===== config.mk =====
export PLATFORM = sky130hd
export DESIGN_NAME = mvpmwo_ctrl
export DESIGN_NICKNAME = d
export VERILOG_FILES = /design/src/rtl/mvpmwo_pkg.sv /design/src/rtl/mvpmwo_ctrl.sv
export SDC_FILE = /design/constraint.sdc
export NUM_CORES = 1
export LEC_CHECK = 0
export BUFFER_PORTS_ARGS = -buffer_cell sky130_fd_sc_hd__buf_2
export CORE_AREA = 2 2 39 41
export CTS_BUF_LIST = sky130_fd_sc_hd__clkbuf_4 sky130_fd_sc_hd__clkbuf_8
export DETAILED_ROUTE_END_ITERATION = 6
export DIE_AREA = 0 0 41 43
export SLEW_MARGIN = 20
export SYNTH_ARGS = -nofsm -noshare
export SYNTH_HDL_FRONTEND = slang
export SYNTH_SLANG_ARGS = --single-unit

===== constraint.sdc =====
create_clock -name clk -period 1.2 [get_ports clk]
set_clock_uncertainty 0.2 [all_clocks]
set_input_delay 0.12 -clock clk [delete_from_list [all_inputs] [get_ports clk]]
set_output_delay 0.12 -clock clk [all_outputs]
set_load 0.01 [all_outputs]

===== src/rtl/mvpmwo_pkg.sv =====
package mvpmwo_pkg;

  // Field widths
  localparam int VOICE_W    = 3;
  localparam int PHASE_W    = 26;
  localparam int FRAC_W     = 16;
  localparam int SAMPLE_W   = 16;
  localparam int GAIN_W     = 16;
  localparam int TBL_AW     = 10;
  localparam int TABLE_SIZE = 1024;
  localparam int RATIO_SH   = 12;

  // Default voice count for the top level
  localparam int VOICES_DEF = 8;

  // Configuration port
  localparam int CFG_IDX_W  = 2;
  localparam int CFG_DATA_W = 16;

  localparam logic [CFG_IDX_W-1:0] CFG_SYNC_ENABLE = 2'd0;
  localparam logic [CFG_IDX_W-1:0] CFG_FREQ_RATIO  = 2'd1;
  localparam logic [CFG_IDX_W-1:0] CFG_DEPTH_GAIN  = 2'd2;
  localparam logic [CFG_IDX_W-1:0] CFG_DEPTH_SCALE = 2'd3;

  localparam logic [GAIN_W-1:0] RATIO_RESET = 16'd4096;

  // Input word opcodes
  localparam logic OP_STEP = 1'b0;
  localparam logic OP_TWR  = 1'b1;

  typedef enum logic [2:0] {
    S_IDLE,
    S_PHASE,
    S_MUL1,
    S_MUL2,
    S_OUT
  } state_t;

  // Controller to datapath
  typedef struct packed {
    logic capture;   // take a step word, register the increment
    logic tbl_wr;    // store a table word
    logic phase_upd; // update phase, read the table
    logic mul1;      // entry times depth gain
    logic mul2;      // times depth scale
    logic emit;      // load the output register
  } cmd_t;

  // Datapath to controller
  typedef struct packed {
    logic step_req;  // input word is a step for a voice that exists
    logic tbl_req;   // input word is a table write
    logic out_full;  // output register still holds an untaken word
  } status_t;

endpackage


===== src/rtl/mvpmwo_ctrl.sv =====
module mvpmwo_ctrl
  import mvpmwo_pkg::*;
(
  input  logic    clk,
  input  logic    rst_n,
  input  logic    in_valid,
  output logic    in_stall,
  input  status_t status,
  output cmd_t    cmd
);

  state_t state_r, state_nxt;

  logic idle;
  assign idle = (state_r == S_IDLE);

  // Advance the state
  always_ff @(posedge clk) begin
    if (!rst_n) begin
      state_r <= S_IDLE;
    end else begin
      state_r <= state_nxt;
    end
  end

  // Next state
  always_comb begin
    state_nxt = state_r;
    unique case (state_r)
      S_IDLE: begin
        if (in_valid && status.step_req) begin
          state_nxt = S_PHASE;
        end
      end
      S_PHASE: state_nxt = S_MUL1;
      S_MUL1:  state_nxt = S_MUL2;
      S_MUL2:  state_nxt = S_OUT;
      S_OUT: begin
        if (!status.out_full) begin
          state_nxt = S_IDLE;
        end
      end
      default: state_nxt = S_IDLE;
    endcase
  end

  // Commands
  always_comb begin
    cmd           = '0;
    cmd.capture   = idle && in_valid && status.step_req;
    cmd.tbl_wr    = idle && in_valid && status.tbl_req;
    cmd.phase_upd = (state_r == S_PHASE);
    cmd.mul1      = (state_r == S_MUL1);
    cmd.mul2      = (state_r == S_MUL2);
    cmd.emit      = (state_r == S_OUT) && !status.out_full;
  end

  // Take input words only between steps
  assign in_stall = !idle;

endmodule


==> reports/metrics.yaml, run 1 <==
worst_setup_path:
  required_ns: 0.88
  crit_path_end_kind: "primary output"
  cp_max_fo: 3
  path_class: "register to primary output"
  cp-startpoint: "state_r[2]"
  r2r_start: "state_r[2]"
  worstPathArrival_ns: 1.16
  start_kind: "register"
run_status:
  violations: "negative setup slack"
  status: "complete, but fails checks"
yosys:
  yosys-top-cells-area: "dfxtp_1 (34%), nor3b_1 (8.4%), and4bb_1 (7.0%), buf_6 (6.3%), nor2_1 (6.3%)"
  synth_top_cell_area_share: 0.336
  avgSynthCellArea_um2: 8.95
  syn-cell-area_um2: 179
  yosysWarnings: 0
  ys_types: 14
  synth_top_cell_by_area: "dfxtp_1"
  ys_seq_area_frac: 0.336
  ys_seq_elements: 3
  syn_nets: 26
  synthCells: 20
timing:
  fin_crit_sh: 1.23
  finalHoldViolCount: 0
  setup_ws_ns: -0.278
  finalSetupViolations: 7
  drv_slew: 0
  min_period_ns: 1.48
  max_freq_ghz: 0.676
  tightest_slew_ns: 0.175
  grt_setup_unrepaired: "true"
  fin_hold_ws_ns: 0.0123
  max_slew_margin: 0.883
  finalSetupTns_ns: -1.40
route:
  postRouteAntennaNets: 0
  vias: 221
  drc: 0
  drt_iter0_drc: 1
  avgRoutedWirePerCell_um: 9.05
  viasPerCell: 3.88
  drt_wl_total_um: 516
  dr.pass1.iters: 2
global_routing:
  grt_antenna_before_repair: 0
  grt-ovfl-total: 0
  grt_max_degree: 7
  grt_pass1_vias: 213
  grt_first_pass_wirelength_um: 814
  grt_use_total: 0.0752
layout:
  largest_reg_flops: 3
  fill_cells: 153
  area_delta_synth_final_pct: 122
  reg_top3: "state_r: 3 flops"
  drive_above_1_share: 0.732
  antenna_cells: 0
  largest-register: "state_r"
  fin_nets: 48
placement:
  gp_routability_congestion: 0.658
  numPortBuffers: 12
  post-dp-hpwl_um: 377
clock_network:
  root_buffer: "clkbuf_4"
  cts_tree: "done"
  clk_path_buf_depth: 2
  h-tree-depth: 1
  clock_latency_ns: 0.23
  clkSlewWorstSetupHoldPaths_ns: 0.04
  clkSinkCount: 3
  cts-buffers-inserted: 3
floorplanning:
  rows: 14
  core_area_mm2: 0.00138
  ios: 13
  die_h_um: 43
  start_util: 0.129
  die-area_mm2: 0.00176
  die_x_um: 41
pwr:
  peakVddDrop_uv: 279
  leakagePower_uw: 0.000189
  total_power_uw: 460
  power.density_mw_per_mm2: 1160
flow_run:
  max-cap-violations: 0
worst_hold_path:
  min_from: "in_valid"
  min_path_type: "input pin to register"
==> cell families after synthesis <==
| group | count (synthesis) | share of synthesized area |
|---|---|---|
| xor gates and xnor gates | 1 | 0.0490 |
| DFF | 3 | 0.336 |
| buffers and inverters | 1 | 0.0629 |
| AOI/OAI and AO/OA | 2 | 0.0699 |
| and+or+nand+nor | 13 | 0.483 |
==> cell usage in the layout, fill, tap and decap left out <==
master          n
a21oi_1         1
buf_12          1
clkbuf_4        4
nor3_1          1
dfxtp_2         3
nand2b_1        1
or3_4           1
nand2_1         2
nor3b_2         2
and4bb_1        1
nor2_1          1
buf_6           3
nor4b_4         1
nor2_4          2
buf_2          10
xnor2_1         1
dlygate4sd3_1   1
buf_4           3
and3b_1         1
o21a_1          1
==> layer usage <==
layer / vias up / wire (um) / global-route usage
li1: 112 / - / -
met4: 0 / 0 / 0.0800
met2: 6 / 286 / 0.103
met3: 0 / 32 / 0.0471
met5: - / 0 / 0
met1: 103 / 197 / 0.0673
==> synthesized netlist by cell type (all sizes together) <==
cell type and number:
nor3b 2, o21a 1, nor4b 1, or3 1, nand2b 1, nand2 2
nor3 1, xnor2 1, and3b 1, buf 1, dfxtp 3, a21oi 1
and4bb 1, nor2 3
==> where the power goes <==
group	internal, uW	switching (uW)
combinational	80.5	62.1
sequential	109	5.69
clock	147	55.5
==> final timing paths <==
kind	to	slack [ns]	cells past startpoint
worst max-delay path	cmd[5]	-0.28	3
worst max register to register	state_r[2]	0.07	3
worst min-delay path	state_r[0]	0.01	3
worst min register to register	state_r[0]	0.44	3
==> layout make-up <==
cell class	instances	area [um2]	area share
tap	16	20.0	0.0503
timing repair buffer	18	136	0.343
sequential	3	63.8	0.160
multi-input combinational	16	148	0.371
clock buffer	4	30.0	0.0755
==> timing repair <==
action | in CTS | in global routing
resized for setup | 7 | 2
endpoints found under the setup margin | 7 | 7
pin swaps | 3 | 1
hold buffers | 1 | 0
setup buffers | 1 | 0
endpoints found under the hold margin | 3 | 0
==> worst max-delay path, cell delays in order, from the launching register on <==
cell	delay, ns
dfxtp_2	0.31
or3_4	0.42
nor2_4	0.09
buf_6	0.10
==> through the flow <==
stage	utilization	area, um2	std cells	setup WS (ns)
after floorplan	-	195	20	-0.0124
after global placement	0.222	307	51	-0.0330
after detailed placement	0.222	307	51	-0.0407
after CTS	0.280	388	57	-0.298
after global routing	0.288	398	57	-0.326
final	0.288	398	57	-0.278
Power figures use the tool's default switching activity.
==> inputs of run 2 (changes only) <==
- SETUP_SLACK_MARGIN: default -> 0.3
==> run 2 against run 1 <==
- the flow finishes with violations (negative hold slack, negative setup slack)
- final area rose by 8.5%
- fmax rose by 0.52%
- final cell count rose by 3.5%
==> reports/metrics.yaml, run 2 (same netlist as run 1, synthesis figures left out) <==
timing:
  max_freq_ghz: 0.680  # was 0.676 GHz
  grt_setup_unrepaired: "true"  # unchanged
  min_period_ns: 1.47  # was 1.48 ns
  setup_ws_ns: -0.271  # was -0.278 ns
  drv_slew: 0  # unchanged
  finalSetupViolations: 10  # was 7
  fin_hold_ws_ns: -0.0703  # was 0.0123 ns
  finalHoldViolCount: 3  # was 0
  tightest_slew_ns: 0.191  # was 0.175 ns
  max_slew_margin: 0.872  # was 0.883
  fin_crit_sh: 1.23  # about the same
global_routing:
  grt_max_degree: 7  # unchanged
  grt_first_pass_wirelength_um: 890  # was 814 um
  grt_antenna_before_repair: 0  # unchanged
  top_usage_layer: "met2"  # unchanged
  grtUsageMet3: 0.0314  # was 0.0471
  use_met1: 0.0675  # was 0.0673
  grt_pass1_vias: 247  # was 213
  grt_use_met2: 0.125  # was 0.103
  grt-ovfl-total: 0  # unchanged
  grt_use_total: 0.0823  # was 0.0752
run_status:
  status: "complete, but fails checks"  # unchanged
  violations: "negative hold slack, negative setup slack"  # was negative setup slack
route:
  viasPerCell: 4.02  # was 3.88
  postRouteAntennaNets: 0  # unchanged
  vias: 237  # was 221
  drc: 0  # unchanged
  dr.pass1.iters: 1  # was 2
  drt_iter0_drc: 0  # was 1
  avgRoutedWirePerCell_um: 9.75  # was 9.05 um
  drt_wl_total_um: 575  # was 516 um
clock_network:
  clk_path_buf_depth: 2  # unchanged
  root_buffer: "clkbuf_4"  # unchanged
  clkSlewWorstSetupHoldPaths_ns: 0.04  # about the same
  clkSinkCount: 3  # unchanged
  h-tree-depth: 1  # unchanged
  cts-buffers-inserted: 3  # unchanged
  cts_tree: "done"  # unchanged
  clock_latency_ns: 0.24  # was 0.23 ns
layout:
  largest_reg_flops: 3  # unchanged
  fin_nets: 50  # was 48
  mostFrequentLayoutCells: "buf_2 (9), buf_6 (7), clkbuf_4 (4), buf_4 (4), dfxtp_2 (3)"  # was buf_2 (10), clkbuf_4 (4), buf_6 (3), buf_4 (3), dfxtp_2 (3)
  largest-register: "state_r"  # unchanged
  area_delta_synth_final_pct: 141  # was 122%
  utilization: 0.312  # was 0.288
  antenna_cells: 0  # unchanged
  reg_top3: "state_r: 3 flops"  # unchanged
  drive_above_1_share: 0.860  # was 0.732
  final_common_cell: "buf_2"  # unchanged
floorplanning:
  die_h_um: 43  # unchanged
  ios: 13  # unchanged
  core_area_mm2: 0.00138  # unchanged
  die-area_mm2: 0.00176  # unchanged
  die_x_um: 41  # unchanged
  rows: 14  # unchanged
  start_util: 0.129  # unchanged
pwr:
  leakagePower_uw: 0.000206  # was 0.000189 uW
  power.density_mw_per_mm2: 1120  # was 1160 mW/mm2
  peakVddDrop_uv: 282  # was 279 uV
worst_setup_path:
  worstPathArrival_ns: 1.15  # was 1.16 ns
  start_kind: "register"  # unchanged
  cp_slowest_cell: "or3_4"  # unchanged
  r2r-end: "state_r[2]"  # unchanged
  crit_path_end_kind: "primary output"  # unchanged
  r2r_cells: 6  # was 3
  crit_family: "simple AND/OR/NAND/NOR gates"  # unchanged
  path_class: "register to primary output"  # unchanged
  required_ns: 0.88  # about the same
  max_stage_delay_ns: 0.41  # was 0.42 ns
  r2r_start: "state_r[1]"  # was state_r[2]
  cp_num_buf_inv: 1  # unchanged
  r2r_slack_ns: -0.19  # was 0.07 ns
  cp_max_fo: 3  # unchanged
  cp_cell_sequence: "or3_4 -> nor2_4 -> buf_6"  # unchanged
placement:
  post-place-ws_ns: -0.0450  # was -0.0407 ns
  numPortBuffers: 12  # unchanged
  post-dp-hpwl_um: 364  # was 377 um
  gp_routability_congestion: 0.625  # was 0.658
flow_run:
  max-cap-violations: 0  # unchanged
worst_hold_path:
  min_from: "rst_n"  # was in_valid
  hold_path_depth: 2  # was 3
  holdPathEnd: "state_r[2]"  # was state_r[0]
  min_path_type: "input pin to register"  # unchanged
==> run 2: worst max path at each step <==
stage,to,depth (start not counted),slack [ns],start
after global placement,cmd[5],3,-0.04,state_r[0]
after CTS,cmd[4],3,-0.28,state_r[1]
after global routing,cmd[4],3,-0.31,state_r[2]
after floorplan,cmd[4],3,-0.01,state_r[0]
final,cmd[5],3,-0.27,state_r[2]
after detailed placement,cmd[4],3,-0.05,state_r[0]
==> run 2: area by class of cell <==
class / count / area, um2
Multi-Input combinational cell: 16 / 164
Clock buffer: 4 / 30.0
Sequential cell: 3 / 63.8
Timing Repair Buffer: 20 / 154
Tap cell: 16 / 20.0
Fill cell: 151 / 952
==> run 2: stage by stage <==
| stage | cells | total power [uW] | instance area [um2] | TNS (ns) |
|---|---|---|---|---|
| finish | 59 | 485 | 432 | -1.86 |
| global route | 59 | 512 | 432 | -2.19 |
| CTS | 57 | 473 | 397 | -1.79 |
| detailed placement | 51 | 226 | 302 | -0.111 |
| global placement | 51 | 224 | 302 | -0.0747 |
| floorplan | 20 | 185 | 203 | -0.0250 |
==> run 2: metal layers <==
metal,vias up,part of all wire
met5,-,0
met4,0,0.031
met3,2,0.066
met2,9,0.59
met1,110,0.31
li1,116,-
==> run 2: timing repair <==
item	CTS	global route
pin swaps	5	3
resized for setup	10	4
endpoints found under the setup margin	10	10
endpoints found under the hold margin	3	1
setup buffers	2	2
==> run 2: report_power, final <==
part           internal [uW]  total, uW  switching (uW)
Combinational           95.3        164            68.6
Clock                    147        204            57.0
Sequential               109        117            7.63
==> inputs of run 3 (changes only) <==
- ABC_AREA: default -> 1
==> run 3 against run 2 <==
- the flow still finishes with violations (negative hold slack, negative setup slack)
- sequential share of layout area is 2.0 points higher
- critical path depth is 1 higher
- total power is 23% higher
- global-route usage hardly changed
- non-clock buffer count is 4 lower
- synthesized cell count is 35% higher
- final cell count is 6.8% higher
- sequential power is 23% higher
- setup slack better by 0.13 ns
- area after synthesis is 8.4% lower
- clock power hardly changed
- hold slack worse by 0.024 ns
- largest cell class unchanged
==> reports/metrics.yaml, run 3 <==
placement:
  dp.cells: 55  # was 51
  numPortBuffers: 12  # unchanged
  gp_routability_congestion: 0.654  # was 0.625
  post-dp-hpwl_um: 375  # was 364 um
  place_area_um2: 310  # was 302 um2
floorplanning:
  die_h_um: 43  # unchanged
  core_area_mm2: 0.00138  # unchanged
  ios: 13  # unchanged
  die-area_mm2: 0.00176  # unchanged
  die_x_um: 41  # unchanged
  rows: 14  # unchanged
  start_util: 0.118  # was 0.129
worst_setup_path:
  r2r_cells: 6  # unchanged
  start_kind: "register"  # unchanged
  r2r_start: "state_r[2]"  # was state_r[1]
  path_class: "register to primary output"  # unchanged
  required_ns: 0.88  # about the same
  r2r_slack_ns: 0.01  # was -0.19 ns
  crit_path_end_kind: "primary output"  # unchanged
  r2r-end: "state_r[0]"  # was state_r[2]
  worstPathArrival_ns: 1.02  # was 1.15 ns
  cp_max_fo: 4  # was 3
clock_network:
  clock_latency_ns: 0.24  # about the same
  root_buffer: "clkbuf_4"  # unchanged
  clk_path_buf_depth: 2  # unchanged
  clkSinkCount: 3  # unchanged
  clkSlewWorstSetupHoldPaths_ns: 0.04  # about the same
  cts-buffers-inserted: 3  # unchanged
  cts_tree: "done"  # unchanged
  h-tree-depth: 1  # unchanged
pwr:
  switchingPower_uw: 203  # was 133 uW
  total_power_uw: 598  # was 485 uW
  pwr-share-comb: 0.416  # was 0.338
  leakagePower_uw: 0.000206  # about the same
  power.density_mw_per_mm2: 1410  # was 1120 mW/mm2
  p_seq_frac: 0.242  # was 0.241
  switching_share: 0.340  # was 0.275
  internal_power_uw: 394  # was 352 uW
  p_clk_frac: 0.343  # was 0.421
  peakVddDrop_uv: 376  # was 282 uV
route:
  dr.pass1.iters: 3  # was 1
  vias: 256  # was 237
  wl_met3_um: 39  # was 38 um
  wl_met1_um: 216  # was 178 um
  viasPerCell: 4.06  # was 4.02
  avgRoutedWirePerCell_um: 9.67  # was 9.75 um
  dr.max_layer_used: "met4"  # unchanged
  drt_wl_total_um: 609  # was 575 um
  drt_iter0_drc: 2  # was 0
  drc: 0  # unchanged
  route.met2.wl_um: 337  # was 340 um
  postRouteAntennaNets: 0  # unchanged
layout:
  mostFrequentLayoutCells: "buf_2 (8), buf_6 (7), nor2_4 (4), clkbuf_4 (4)"  # was buf_2 (9), buf_6 (7), clkbuf_4 (4), buf_4 (4), dfxtp_2 (3)
  largest_reg_flops: 3  # unchanged
  drive_above_1_share: 0.787  # was 0.860
  final_cells: 63  # was 59
  fin_nets: 54  # was 50
  antenna_cells: 0  # unchanged
  final_common_cell: "buf_2"  # unchanged
  final_area_um2: 424  # was 432 um2
  area_delta_synth_final_pct: 159  # was 141%
  largest-register: "state_r"  # unchanged
  reg_top3: "state_r: 3 flops"  # unchanged
worst_hold_path:
  hold_path_depth: 2  # unchanged
  holdPathEnd: "state_r[1]"  # was state_r[2]
  min_from: "rst_n"  # unchanged
  min_path_type: "input pin to register"  # unchanged
global_routing:
  grt_antenna_before_repair: 0  # unchanged
  grt_use_total: 0.0822  # was 0.0823
  grt-ovfl-total: 0  # unchanged
  grt_max_degree: 7  # unchanged
  grt_first_pass_wirelength_um: 938  # was 890 um
  grt_pass1_vias: 268  # was 247
timing:
  fin_hold_ws_ns: -0.0942  # was -0.0703 ns
  fin_crit_sh: 1.12  # was 1.23
  finalSetupViolations: 7  # was 10
  grt_setup_unrepaired: "true"  # unchanged
  max_slew_margin: 0.879  # was 0.872
  min_period_ns: 1.34  # was 1.47 ns
  drv_slew: 0  # unchanged
  finalHoldViolCount: 3  # unchanged
  tightest_slew_ns: 0.180  # was 0.191 ns
  setup_ws_ns: -0.141  # was -0.271 ns
  max_freq_ghz: 0.746  # was 0.680 GHz
yosys:
  synth_edf_count: 0  # unchanged
  ys_types: 8  # was 14
  avgSynthCellArea_um2: 6.07  # was 8.95 um2
  ys_seq_area_frac: 0.366  # was 0.336
  yosys-top-cells-area: "dfxtp_1 (37%), nand3_1 (15%), inv_1 (14%), nor2_1 (14%), nand2_1 (9.2%)"  # was dfxtp_1 (34%), nor3b_1 (8.4%), and4bb_1 (7.0%), buf_6 (6.3%), nor2_1 (6.3%)
  syn-cell-area_um2: 164  # was 179 um2
  synthFlopType: "dfxtp_1"  # unchanged
  ys_seq_elements: 3  # unchanged
  synth_commonest_cells: "inv_1 (6), nor2_1 (6), nand3_1 (5), nand2_1 (4), dfxtp_1 (3)"  # was dfxtp_1 (3), nor2_1 (3), nand2_1 (2), nor3b_1 (2)
  synthCells: 27  # was 20
  synth_top_cell_area_share: 0.366  # was 0.336
  yosysWarnings: 0  # unchanged
  syn_nets: 33  # was 26
  synth_top_cell_by_area: "dfxtp_1"  # unchanged
  async_flop_share: 0  # unchanged
run_status:
  status: "complete, but fails checks"  # unchanged
  violations: "negative hold slack, negative setup slack"  # unchanged
flow_run:
  max-cap-violations: 0  # unchanged
==> run 3: cell count changes after synthesis, sizes merged, moves of 2 or more <==
cell,change
nor3b,-2
nand3,+5
inv,+6
nor2,+3
nand2,+2
==> run 3: layout make-up <==
class	count	area, um2
clock buffers	4	30.0
fillers	160	960
inverters	6	25.0
multi-input cells	18	151
flip-flops and latches	3	71.3
well taps	16	20.0
repair buffers	16	126
==> run 3: layer usage <==
| metal | up-vias | global-route usage |
|---|---|---|
| li1 | 128 | - |
| met1 | 114 | 0.0831 |
| met2 | 12 | 0.128 |
| met3 | 2 | 0.0157 |
| met4 | 0 | 0.0800 |
| met5 | - | 0 |
==> run 3: through the flow <==
stage	setup TNS (ns)	utilization	worst slack [ns]	hold slack, ns
floorplan	0	-	0.200	0.0370
finish	-0.695	0.307	-0.141	-0.0942
detailed placement	0	0.224	0.104	0.152
global route	-1.05	0.307	-0.194	-0.0897
global placement	0	0.224	0.112	0.152
CTS	-0.663	0.276	-0.139	-0.0921
==> run 3: power groups by stage <==
stage / Sequential, uW / Clock (uW) / Combinational, uW
final: 144 / 205 / 249
after CTS: 145 / 209 / 204
after global placement: 146 / 0 / 157
after detailed placement: 145 / 0 / 159
after floorplan: 142 / 0 / 113
after global routing: 147 / 222 / 271
==> run 3: worst max-delay path by stage <==
stage               startpoint     end  slack [ns]  cells past startpoint
CTS                 state_r[1]  cmd[0]       -0.14                      2
floorplan           state_r[2]  cmd[4]        0.20                      3
global route        state_r[1]  cmd[0]       -0.19                      2
global placement    state_r[2]  cmd[0]        0.11                      3
finish              state_r[2]  cmd[4]       -0.14                      4
detailed placement  state_r[2]  cmd[0]        0.10                      3
==> run 3: cells by family after synthesis <==
logic type      synth area share
simple gates               0.420
buf+inv                    0.137
flops                      0.366
compound gates            0.0763
==> run 3: repair_timing <==
item                                    4_1_cts  5_1_grt
pin swaps                                     4        3
endpoints found under the setup margin       10       10
buffers inserted                              2        2
endpoints found under the hold margin         3        3
gates cloned                                  0        0
gates resized for setup                       5        6
==> run 3: critical path: stages (launching register included) <==
cell and delay, ns:
dfxtp_4 0.36, nor2_4 0.15, nand2_4 0.09, nor2_4 0.09
buf_6 0.10
